[src/hw/rtl/rrg_pkg.sv]
// shared types and constants for the ranged random generator
// used by rrg_mul, rrg_ctrl and ranged_random_generator_core; no dependencies

package rrg_pkg;

  localparam int unsigned WordW    = 64;
  localparam int unsigned HalfW    = WordW / 2;
  localparam int unsigned ProdW    = 2 * WordW;
  localparam int unsigned MulSteps = 4;
  localparam int unsigned StepW    = $clog2(MulSteps + 1);

  localparam logic [WordW-1:0] MixGamma = 64'h9e37_79b9_7f4a_7c15;
  localparam logic [WordW-1:0] MixMulA  = 64'hbf58_476d_1ce4_e5b9;
  localparam logic [WordW-1:0] MixMulB  = 64'h94d0_49bb_1331_11eb;
  localparam logic [WordW-1:0] AllOnes  = '1;

  localparam int unsigned MixShA  = 30;
  localparam int unsigned MixShB  = 27;
  localparam int unsigned MixShC  = 31;
  localparam int unsigned XoroRotA = 24;
  localparam int unsigned XoroShB  = 16;
  localparam int unsigned XoroRotC = 37;
  localparam int unsigned XoroRotW = 7;

  typedef enum logic [1:0] {
    CFG_GEN_SEL     = 2'd0,
    CFG_SEED_FIRST  = 2'd1,
    CFG_SEED_SECOND = 2'd2
  } cfg_reg_e;

  typedef enum logic [3:0] {
    S_IDLE,
    S_XORO_A,
    S_XORO_B,
    S_MIX_A,
    S_MIX_AW,
    S_MIX_BW,
    S_RANGE,
    S_RNG_W,
    S_DONE
  } state_e;

  typedef enum logic [1:0] {
    MUL_MIX_A,
    MUL_MIX_B,
    MUL_RANGE
  } mul_op_e;

  typedef enum logic [1:0] {
    RES_LOW,
    RES_RAW,
    RES_SCALED
  } res_sel_e;

  typedef struct packed {
    logic     in_ready;
    logic     ld_range;
    logic     xoro_step;
    logic     xoro_mul9;
    logic     mix_step;
    logic     mul_start;
    mul_op_e  mul_op;
    logic     ld_raw_mix;
    logic     res_load;
    res_sel_e res_sel;
    logic     out_load;
  } ctrl_t;

  typedef struct packed {
    logic in_valid;
    logic gen_sel;
    logic mul_done;
    logic range_empty;
    logic range_full;
    logic out_free;
  } stat_t;

  function automatic logic [WordW-1:0] rotl(input logic [WordW-1:0] v, input int unsigned k);
    rotl = (v << k) | (v >> (WordW - k));
  endfunction

endpackage

[src/hw/rtl/rrg_ctrl.sv]
// sequencer for the ranged random generator: request intake, generator steps,
// multiplier scheduling and result hand-off; depends on rrg_pkg

module rrg_ctrl (
  input  logic           clk_i,
  input  logic           rst_ni,
  input  rrg_pkg::stat_t stat_i,
  output rrg_pkg::ctrl_t ctrl_o
);

  rrg_pkg::state_e state_q, state_d;

  always_ff @(posedge clk_i or negedge rst_ni) begin
    if (!rst_ni) state_q <= rrg_pkg::S_IDLE;
    else         state_q <= state_d;
  end

  always_comb begin
    state_d = state_q;
    case (state_q)
      rrg_pkg::S_IDLE: begin
        if (stat_i.in_valid) state_d = stat_i.gen_sel ? rrg_pkg::S_MIX_A : rrg_pkg::S_XORO_A;
      end
      rrg_pkg::S_XORO_A: state_d = rrg_pkg::S_XORO_B;
      rrg_pkg::S_XORO_B: state_d = rrg_pkg::S_RANGE;
      rrg_pkg::S_MIX_A:  state_d = rrg_pkg::S_MIX_AW;
      rrg_pkg::S_MIX_AW: begin
        if (stat_i.mul_done) state_d = rrg_pkg::S_MIX_BW;
      end
      rrg_pkg::S_MIX_BW: begin
        if (stat_i.mul_done) state_d = rrg_pkg::S_RANGE;
      end
      rrg_pkg::S_RANGE: begin
        if (stat_i.range_empty || stat_i.range_full) state_d = rrg_pkg::S_DONE;
        else                                          state_d = rrg_pkg::S_RNG_W;
      end
      rrg_pkg::S_RNG_W: begin
        if (stat_i.mul_done) state_d = rrg_pkg::S_DONE;
      end
      rrg_pkg::S_DONE: begin
        if (stat_i.out_free) state_d = rrg_pkg::S_IDLE;
      end
      default: state_d = rrg_pkg::S_IDLE;
    endcase
  end

  always_comb begin
    ctrl_o         = '0;
    ctrl_o.mul_op  = rrg_pkg::MUL_RANGE;
    ctrl_o.res_sel = rrg_pkg::RES_LOW;
    case (state_q)
      rrg_pkg::S_IDLE: begin
        ctrl_o.in_ready = 1'b1;
        ctrl_o.ld_range = stat_i.in_valid;
      end
      rrg_pkg::S_XORO_A: ctrl_o.xoro_step = 1'b1;
      rrg_pkg::S_XORO_B: ctrl_o.xoro_mul9 = 1'b1;
      rrg_pkg::S_MIX_A: begin
        ctrl_o.mix_step  = 1'b1;
        ctrl_o.mul_start = 1'b1;
        ctrl_o.mul_op    = rrg_pkg::MUL_MIX_A;
      end
      rrg_pkg::S_MIX_AW: begin
        ctrl_o.mul_start = stat_i.mul_done;
        ctrl_o.mul_op    = rrg_pkg::MUL_MIX_B;
      end
      rrg_pkg::S_MIX_BW: ctrl_o.ld_raw_mix = stat_i.mul_done;
      rrg_pkg::S_RANGE: begin
        if (stat_i.range_empty) begin
          ctrl_o.res_load = 1'b1;
          ctrl_o.res_sel  = rrg_pkg::RES_LOW;
        end else if (stat_i.range_full) begin
          ctrl_o.res_load = 1'b1;
          ctrl_o.res_sel  = rrg_pkg::RES_RAW;
        end else begin
          ctrl_o.mul_start = 1'b1;
          ctrl_o.mul_op    = rrg_pkg::MUL_RANGE;
        end
      end
      rrg_pkg::S_RNG_W: begin
        ctrl_o.res_load = stat_i.mul_done;
        ctrl_o.res_sel  = rrg_pkg::RES_SCALED;
      end
      rrg_pkg::S_DONE: ctrl_o.out_load = stat_i.out_free;
      default: ;
    endcase
  end

endmodule

[config.mk]
export PLATFORM = sky130hd
export DESIGN_NAME = rrg_ctrl
export DESIGN_NICKNAME = d
export VERILOG_FILES = /design/src/hw/rtl/rrg_pkg.sv /design/src/hw/rtl/rrg_ctrl.sv
export SDC_FILE = /design/constraint.sdc
export NUM_CORES = 1
export LEC_CHECK = 0
export BUFFER_PORTS_ARGS = -buffer_cell sky130_fd_sc_hd__buf_2
export CAP_MARGIN = 0
export CORE_MARGIN = 3
export CORE_UTILIZATION = 25
export DETAILED_ROUTE_END_ITERATION = 6
export PLACE_DENSITY = 0.51
export SYNTH_ARGS = -nofsm -noshare
export SYNTH_HDL_FRONTEND = slang
export SYNTH_SLANG_ARGS = --single-unit
[constraint.sdc]
create_clock -name clk_i -period 1.62 [get_ports clk_i]
set_input_delay 0.324 -clock clk_i [delete_from_list [all_inputs] [get_ports clk_i]]
set_output_delay 0.324 -clock clk_i [all_outputs]
set_load 0.01 [all_outputs]
==> flow_summary.json <==
{
  "clock_latency_ns": 0.23,
  "most-common-layout-cells": "20 x buf_2, 7 x buf_4, 4 x nor3_2, 4 x dfrtp_2",
  "layout-drive-gt1-share": 0.624,
  "max_cap_violations": 0,
  "viasPerCell": 5.34,
  "portBuffers": 20,
  "fmax_mhz": 623,
  "die_y_um": 46.5,
  "startpoint": "state_q[3]$_DFFE_PN0P_",
  "largest_reg_flops": 4,
  "path_class": "register to output pin",
  "start_util": 0.290,
  "crit_path_end": "ctrl_o[10]",
  "wirelength_um": 1390,
  "worst_slack_ns": 0.0154,
  "regMostFlops": "state_q",
  "worstPathCellList": "buf_6, nor4_2, buf_2",
  "start_kind": "register",
  "grt_pass1_wl_um": 2130,
  "clock_sinks": 4,
  "tightest_slew_ns": 0.256,
  "synth_area_um2": 410,
  "crit_cells": 3,
  "holdWs_ns": 0.282,
  "yosys-top-cells-area": "dfrtp_1 24%, o32ai_1 6.4%, nor3_1 6.1%, o21ai_0 4.9%, nor2b_1 4.6%",
  "worstSetupEndpointType": "output pin",
  "crit_family": "flip-flops",
  "async_reset_ff_frac": 1.00,
  "min_period_over_period": 0.991,
  "final_common_cell": "buf_2",
  "cp_max_fo": 6,
  "grt_pass1_vias": 486,
  "timing.rr.start": "state_q[2]$_DFFE_PN0P_",
  "yosys.area.top_type_share": 0.244,
  "drt.antenna.violating_nets": 0,
  "syn-num-nets": 61,
  "nNetsFinal": 95,
  "path_buf_inv": 2,
  "min_path_type": "primary input to register",
  "cp_slowest_cell": "dfrtp_2",
  "synth_area_leader_cell": "dfrtp_1",
  "period_needed_ns": 1.60,
  "cts_max_level": 1,
  "status": "finished clean",
  "setup_viol": 0,
  "place_ws_ns": 0.0989,
  "drv_slew": 0,
  "clock_path_buffers": 2,
  "root_buffer": "clkbuf_4",
  "yosysWarningCount": 0,
  "worstPathArrival_ns": 1.28,
  "vias": 534,
  "top_regs": "state_q x4",
  "ys_ff_latch": 4,
  "core_mm2": 0.00142,
  "first_iter_violations": 9,
  "clk_pin_slew_ns": 0.04,
  "hold_violations": 0,
  "synth-edff-count": 0,
  "numCtsBuffers": 3,
  "ff2ff_setup_slack_ns": 0.07,
  "ir_worst_vdd_mv": 0.804,
  "cts_tree": "done",
  "gp_congestion": 0.757,
  "antenna_cells": 0,
  "netlist_instances": 53,
  "p_leak_nw": 0.328,
  "yosysSeqAreaShare": 0.244,
  "die_area_mm2": 0.00216,
  "first_pass_iters": 4,
  "chipWidth_um": 46.5,
  "gr-usage-all-layers": 0.135,
  "synth_ff_type": "dfrtp_1",
  "rr_endpoint": "state_q[0]$_DFFE_PN0P_",
  "finalClockSkew_ns": 0.00311,
  "drc": 0,
  "grt.overflow.total": 0,
  "relSlewSlack": 0.827,
  "drt-wirelength-per-cell_um": 13.9,
  "grt_max_degree": 14,
  "pin_count": 21,
  "syn2layout_area_growth_pct": 72.0,
  "slowest_delay_ns": 0.47,
  "postSynthAreaPerCell_um2": 7.74,
  "dpl.hpwl_um": 906,
  "antenna_found_initial": 0,
  "rsz0062_at_grt": "yes",
  "p_per_area_mw_per_mm2": 1930,
  "r2r_cells": 4,
  "synthDistinctLibCells": 29,
  "required_ns": 1.30,
  "rows": 13
}
==> per-layer routing <==
layer  track usage  vias to the layer above  part of all wire
li1              -                      271                 -
met1         0.201                      251              0.48
met2         0.195                       12              0.49
met3        0.0234                        0             0.033
met4        0.0341                        0                 0
met5             0                        -                 0
==> synthesized netlist by cell type (all sizes together), types with 2 or more instances <==
master	count
a21oi	2
inv	3
o21ai	4
nor2b	3
dfrtp	4
nor4	3
o32ai	3
nor3	5
o211ai	2
nand2	4
buf	4
==> per-stage QoR <==
step	cell area, um^2	std cells	setup TNS (ns)	total power, mW	util
2_1_floorplan	410	53	0	0.707	-
3_3_place_gp	542	89	0	0.964	0.383
3_5_place_dp	542	89	0	0.952	0.383
4_1_cts	601	96	-0.0602	1.14	0.424
5_1_grt	706	100	-0.438	1.49	0.499
6_report	706	100	0	1.37	0.499
==> cell type report <==
type,count,area [um^2]
multi-input combinational,42,343
tap,15,18.8
fill,151,709
timing repair buffer,33,205
clock buffer,3,22.5
sequential,4,105
inverter,3,11.3
==> kinds of logic (layout without fill, tap and decap cells) <==
logic type             after synthesis  count (layout)  share of synthesized area
AND/OR/NAND/NOR                     27              27                      0.406
AO/OA/AOI/OAI                       15              15                      0.262
buffers and inverters                7              39                     0.0884
flip-flops                           4               4                      0.244
==> power breakdown <==
part           switching (mW)  internal (mW)  leakage, nW
Combinational           0.484          0.489        0.269
Clock                  0.0370         0.0826       0.0138
Sequential              0.114          0.158       0.0454
==> timing repair <==
item / 4_1_cts / 5_1_grt
setup endpoints to repair: 11 / 11
gates resized for setup: 6 / 19
endpoints found under the hold margin: 4 / 0
pin swaps: 1 / 3
hold buffers: 1 / 0
buffers inserted: 3 / 4
==> worst min path at each step <==
stage / cells after the start / slack (ns) / to / startpoint
2_1_floorplan: 0 / 0.03 / state_q[0]$_DFFE_PN0P_ / rst_ni
3_3_place_gp: 1 / 0.13 / state_q[1]$_DFFE_PN0P_ / rst_ni
3_5_place_dp: 1 / 0.13 / state_q[1]$_DFFE_PN0P_ / rst_ni
4_1_cts: 2 / 0.28 / state_q[3]$_DFFE_PN0P_ / stat_i[0]
5_1_grt: 2 / 0.28 / state_q[3]$_DFFE_PN0P_ / stat_i[0]
6_report: 2 / 0.28 / state_q[3]$_DFFE_PN0P_ / stat_i[0]
(Power assumes the default switching activity.)
