--- src/hw/rtl/rrg_pkg.sv ---
// shared types and constants for the ranged random generator
// used by rrg_mul, rrg_ctrl and ranged_random_generator_core; no dependencies

package rrg_pkg;

  localparam int unsigned WordW    = 64;
  localparam int unsigned HalfW    = WordW / 2;
  localparam int unsigned ProdW    = 2 * WordW;
  localparam int unsigned MulSteps = 4;
  localparam int unsigned StepW    = $clog2(MulSteps + 1);

  localparam logic [WordW-1:0] MixGamma = 64'h9e37_79b9_7f4a_7c15;
  localparam logic [WordW-1:0] MixMulA  = 64'hbf58_476d_1ce4_e5b9;
  localparam logic [WordW-1:0] MixMulB  = 64'h94d0_49bb_1331_11eb;
  localparam logic [WordW-1:0] AllOnes  = '1;

  localparam int unsigned MixShA  = 30;
  localparam int unsigned MixShB  = 27;
  localparam int unsigned MixShC  = 31;
  localparam int unsigned XoroRotA = 24;
  localparam int unsigned XoroShB  = 16;
  localparam int unsigned XoroRotC = 37;
  localparam int unsigned XoroRotW = 7;

  typedef enum logic [1:0] {
    CFG_GEN_SEL     = 2'd0,
    CFG_SEED_FIRST  = 2'd1,
    CFG_SEED_SECOND = 2'd2
  } cfg_reg_e;

  typedef enum logic [3:0] {
    S_IDLE,
    S_XORO_A,
    S_XORO_B,
    S_MIX_A,
    S_MIX_AW,
    S_MIX_BW,
    S_RANGE,
    S_RNG_W,
    S_DONE
  } state_e;

  typedef enum logic [1:0] {
    MUL_MIX_A,
    MUL_MIX_B,
    MUL_RANGE
  } mul_op_e;

  typedef enum logic [1:0] {
    RES_LOW,
    RES_RAW,
    RES_SCALED
  } res_sel_e;

  typedef struct packed {
    logic     in_ready;
    logic     ld_range;
    logic     xoro_step;
    logic     xoro_mul9;
    logic     mix_step;
    logic     mul_start;
    mul_op_e  mul_op;
    logic     ld_raw_mix;
    logic     res_load;
    res_sel_e res_sel;
    logic     out_load;
  } ctrl_t;

  typedef struct packed {
    logic in_valid;
    logic gen_sel;
    logic mul_done;
    logic range_empty;
    logic range_full;
    logic out_free;
  } stat_t;

  function automatic logic [WordW-1:0] rotl(input logic [WordW-1:0] v, input int unsigned k);
    rotl = (v << k) | (v >> (WordW - k));
  endfunction

endpackage

--- src/hw/rtl/rrg_mul.sv ---
// 64 x 64 multiplier built from one 32 x 32 multiplier over four partial products
// full 128-bit product; depends on rrg_pkg

module rrg_mul (
  input  logic                        clk_i,
  input  logic                        rst_ni,
  input  logic                        start_i,
  input  logic [rrg_pkg::WordW-1:0]   a_i,
  input  logic [rrg_pkg::WordW-1:0]   b_i,
  output logic                        done_o,
  output logic [rrg_pkg::ProdW-1:0]   prod_o
);

  logic [rrg_pkg::WordW-1:0] a_q, b_q;
  logic [rrg_pkg::WordW-1:0] pp_q, pp_d;
  logic [1:0]                psel_q;
  logic [rrg_pkg::StepW-1:0] step_q;
  logic                      active_q, done_q;
  logic [rrg_pkg::ProdW-1:0] acc_q, pp_ext;
  logic [rrg_pkg::HalfW-1:0] op_a, op_b;
  logic                      issue, accum, last;

  assign last  = (step_q == rrg_pkg::StepW'(rrg_pkg::MulSteps));
  assign issue = active_q && !last;
  assign accum = active_q && (step_q != '0);

  always_comb begin
    case (step_q[1:0])
      2'd0: begin
        op_a = a_q[rrg_pkg::HalfW-1:0];
        op_b = b_q[rrg_pkg::HalfW-1:0];
      end
      2'd1: begin
        op_a = a_q[rrg_pkg::HalfW-1:0];
        op_b = b_q[rrg_pkg::WordW-1:rrg_pkg::HalfW];
      end
      2'd2: begin
        op_a = a_q[rrg_pkg::WordW-1:rrg_pkg::HalfW];
        op_b = b_q[rrg_pkg::HalfW-1:0];
      end
      default: begin
        op_a = a_q[rrg_pkg::WordW-1:rrg_pkg::HalfW];
        op_b = b_q[rrg_pkg::WordW-1:rrg_pkg::HalfW];
      end
    endcase
    pp_d = {{rrg_pkg::HalfW{1'b0}}, op_a} * {{rrg_pkg::HalfW{1'b0}}, op_b};
  end

  // place the previous partial product at its weight
  always_comb begin
    case (psel_q)
      2'd0:    pp_ext = {{rrg_pkg::WordW{1'b0}}, pp_q};
      2'd1,
      2'd2:    pp_ext = {{rrg_pkg::HalfW{1'b0}}, pp_q, {rrg_pkg::HalfW{1'b0}}};
      default: pp_ext = {pp_q, {rrg_pkg::WordW{1'b0}}};
    endcase
  end

  always_ff @(posedge clk_i or negedge rst_ni) begin
    if (!rst_ni) begin
      active_q <= 1'b0;
      done_q   <= 1'b0;
      step_q   <= '0;
    end else begin
      done_q <= active_q && last;
      if (start_i) begin
        active_q <= 1'b1;
        step_q   <= '0;
      end else if (active_q) begin
        if (last) active_q <= 1'b0;
        step_q <= step_q + 1'b1;
      end
    end
  end

  always_ff @(posedge clk_i) begin
    if (start_i) begin
      a_q   <= a_i;
      b_q   <= b_i;
      acc_q <= '0;
    end else begin
      if (issue) begin
        pp_q   <= pp_d;
        psel_q <= step_q[1:0];
      end
      if (accum) acc_q <= acc_q + pp_ext;
    end
  end

  assign done_o = done_q;
  assign prod_o = acc_q;

endmodule

--- config.mk ---
export PLATFORM = sky130hd
export DESIGN_NAME = rrg_mul
export DESIGN_NICKNAME = d
export VERILOG_FILES = /design/src/hw/rtl/rrg_pkg.sv /design/src/hw/rtl/rrg_mul.sv
export SDC_FILE = /design/constraint.sdc
export NUM_CORES = 2
export LEC_CHECK = 0
export BUFFER_PORTS_ARGS = -buffer_cell sky130_fd_sc_hd__clkbuf_2
export CAP_MARGIN = 5
export CORE_AREA = 2 2 344 346
export DETAILED_ROUTE_END_ITERATION = 7
export DIE_AREA = 0 0 346 348
export GPL_TIMING_DRIVEN = 0
export SLEW_MARGIN = 40
export SYNTH_ARGS = -nofsm -noshare
export SYNTH_HDL_FRONTEND = slang
export SYNTH_SLANG_ARGS = --single-unit
--- constraint.sdc ---
create_clock -name clk_i -period 30.8 [get_ports clk_i]
set_clock_uncertainty 0.15 [all_clocks]
set_input_delay 9.24 -clock clk_i [delete_from_list [all_inputs] [get_ports clk_i]]
set_output_delay 9.24 -clock clk_i [all_outputs]
set_load 0.01 [all_outputs]
==> results.json <==
{
  "multi_input_area_sq_um": 39300,
  "top_usage_layer": "met2",
  "cts_resized": 0,
  "cts_root_buf": "clkbuf_16",
  "syn_inst": 5828,
  "syn_area_sq_um": 52200,
  "yosys_most_used_dff": "edfxtp_1",
  "overflow": 0,
  "row_count": 126,
  "postCtsSetupBuffers": 0,
  "worstPathMaxFanout": 10,
  "vias_per_cell": 5.72,
  "rsz0062_at_grt": "no",
  "ys_seq_area_share_pct": 16.3,
  "drive_gt1_share_pct": 9.49,
  "tightest_slew_ps": 1040,
  "finalSetupTns_ps": 0,
  "antenna_found_initial": 7,
  "async_flop_share_pct": 1.53,
  "critical_path_class": "register to register",
  "die_x_um": 346,
  "use_met1_pct": 43.9,
  "die_h_um": 348,
  "arrival_ps": 13170,
  "synthTopCellsByArea": "fa_1 34%, edfxtp_1 11%, ha_1 9.5%",
  "grt_pass1_vias": 44600,
  "yosys.area.top_type": "fa_1",
  "min_period_over_period_pct": 41.8,
  "postRouteAntennaNets": 0,
  "required_ps": 31090,
  "synth_common_cells": "943 x inv_1, 897 x fa_1, 765 x nand2_1",
  "cp_slowest_cell": "clkbuf_1",
  "dr_total_vias": 44100,
  "portBuffers": 259,
  "hold_viol": 0,
  "final-max-slew-violation-count": 0,
  "first_pass_iters": 6,
  "hold_buffers": 0,
  "hold_class": "register to register",
  "ys_ff_latch": 327,
  "min_period_ps": 12880,
  "critPathMaxStageDelay_ps": 740,
  "avgSynthCellArea_sq_um": 8.95,
  "crit_path_frequent_cell": "fa_1",
  "synthesis.nets": 7252,
  "cts_tree": "yes",
  "wl_per_cell_um": 27.2,
  "fill_cells": 11300,
  "ys_warn_count": 0,
  "setup_viol": 0,
  "yosysTopAreaCellShare_pct": 34.4,
  "drv_cap": 0,
  "track_usage_pct": 34.8,
  "clk_latency_ps": 670,
  "synth.distinct_cells": 87,
  "grt.met3_usage_pct": 8.79,
  "relSlewSlack_pct": 30.7,
  "start_util_pct": 44.6,
  "h-tree-depth": 2,
  "cp-end-kind": "register",
  "max_freq_mhz": 77.7,
  "place.gp.congestion": 1.06,
  "yosysMostFrequentCell": "inv_1",
  "drt-initial-drc-count": 4152,
  "area.sequential_sq_um": 8510,
  "dieArea_sq_um": 120000,
  "cts_made_buffers": 42,
  "hpwlAfterDp_um": 176000,
  "nNetsFinal": 7570,
  "path_clk_slew_ps": 60,
  "grt_first_pass_wirelength_um": 302000,
  "ioPinCount": 260,
  "grt_max_degree": 69,
  "routed_wl_um": 210000,
  "drc": 0,
  "coreArea_sq_um": 117000,
  "clockBufferDepth": 3,
  "area.growth.synth_to_final_pct": 10.3,
  "use_met2_pct": 54.1,
  "status": "completed",
  "synth-edff-count": 194,
  "clkSinkCount": 327,
  "cp-start-kind": "register"
}
-- critical path: cells and delay by family (launching register included) --
kind | cells | cell delay (ps)
xor+xnor | 1 | 250
buf+inv | 8 | 2560
compound gates | 8 | 1640
flops | 1 | 440
fa+ha+maj | 10 | 4550
simple gates | 7 | 2340
mux | 1 | 670
-- cell type report --
class / instances / share of cell area (%)
Clock buffer: 56 / 2.01
Antenna cell: 1 / 0.00435
Clock inverter: 20 / 0.457
Sequential cell: 327 / 14.8
Timing Repair Buffer: 274 / 2.69
Tap cell: 1536 / 3.34
Multi-Input combinational cell: 4271 / 68.4
Inverter: 943 / 6.15
Buffer: 287 / 2.17
-- state kept, by name, summed over array words and instances (netlist names) --
register  count
prod_o      128
done_o        1
b_q          64
active_q      1
pp_q         64
step_q        3
a_q          64
psel_q        2
-- per-stage QoR --
| stage | worst slack, ps | utilization, % | hold slack (ps) | instances | instance area, sq um |
|---|---|---|---|---|---|
| CTS | 17970 | 49.2 | 328 | 7714 | 57500 |
| global route | 17620 | 49.2 | 353 | 7714 | 57500 |
| global placement | 13840 | 47.3 | 314 | 7623 | 55400 |
| floorplan | 17660 | - | 336 | 5828 | 52200 |
| detailed placement | 18000 | 47.9 | 319 | 7638 | 56100 |
| finish | 17920 | 49.2 | 323 | 7715 | 57500 |
-- layer usage --
metal	vias to the layer above	share of wire (%)
li1	19200	-
met1	22100	38
met2	2295	44
met3	573	10
met4	10	7.3
met5	-	0.030
-- layout by cell type, fill, tap and decap left out, types with 11 or more instances in the layout --
cell type,count
inv_1,943
fa_1,897
nand2_1,765
nor2_1,676
ha_1,396
clkbuf_2,336
a21oi_1,326
clkbuf_1,196
edfxtp_1,194
o21ai_0,167
dfxtp_1,128
xnor2_1,118
a21o_1,103
and2_1,80
a22o_1,69
nand4_1,63
mux2_2,62
xor2_1,62
o21bai_1,43
clkbuf_16,42
nand3_1,36
nor3_1,33
o21ai_1,29
mux2i_1,28
nor2b_1,27
mux2i_4,22
o21a_1,22
nand2b_1,22
a31oi_1,21
a211oi_1,19
and3_1,18
or2_2,16
mux2i_2,14
o211ai_1,11
-- cell families (layout without fill, tap and decap cells) --
family                   count (synthesis)  after routing  share of synthesized area (%)
other                                    0              1                              0
XOR/XNOR                               180            180                           3.02
AND/OR/NAND/NOR                       1777           1777                           14.3
flip-flops                             327            327                           16.3
AO/OA/AOI/OAI                          895            895                           10.9
adder cells (fa/ha/maj)               1293           1293                           43.9
buffers and inverters                 1230           1580                           8.99
multiplexers                           126            126                           2.57
-- path summary, 6_finish.rpt --
| path | depth (start not counted) | end | from | slack [ps] |
|---|---|---|---|---|
| hold reg to reg | 2 | prod_o[124] | prod_o[124] | 320 |
| hold / removal | 2 | prod_o[124] | prod_o[124] | 320 |
| min in group asynchronous | 1 | step_q[2] | rst_ni | 8270 |
| setup / recovery | 35 | pp_q[61] | step_q[0] | 17920 |
| max in group asynchronous | 1 | step_q[1] | rst_ni | 22030 |
| setup reg to reg | 35 | pp_q[61] | step_q[0] | 17920 |
Power is left out: the tool's default activity adds up to more than one toggle a clock period on the data nets, which glitch-free logic cannot reach.
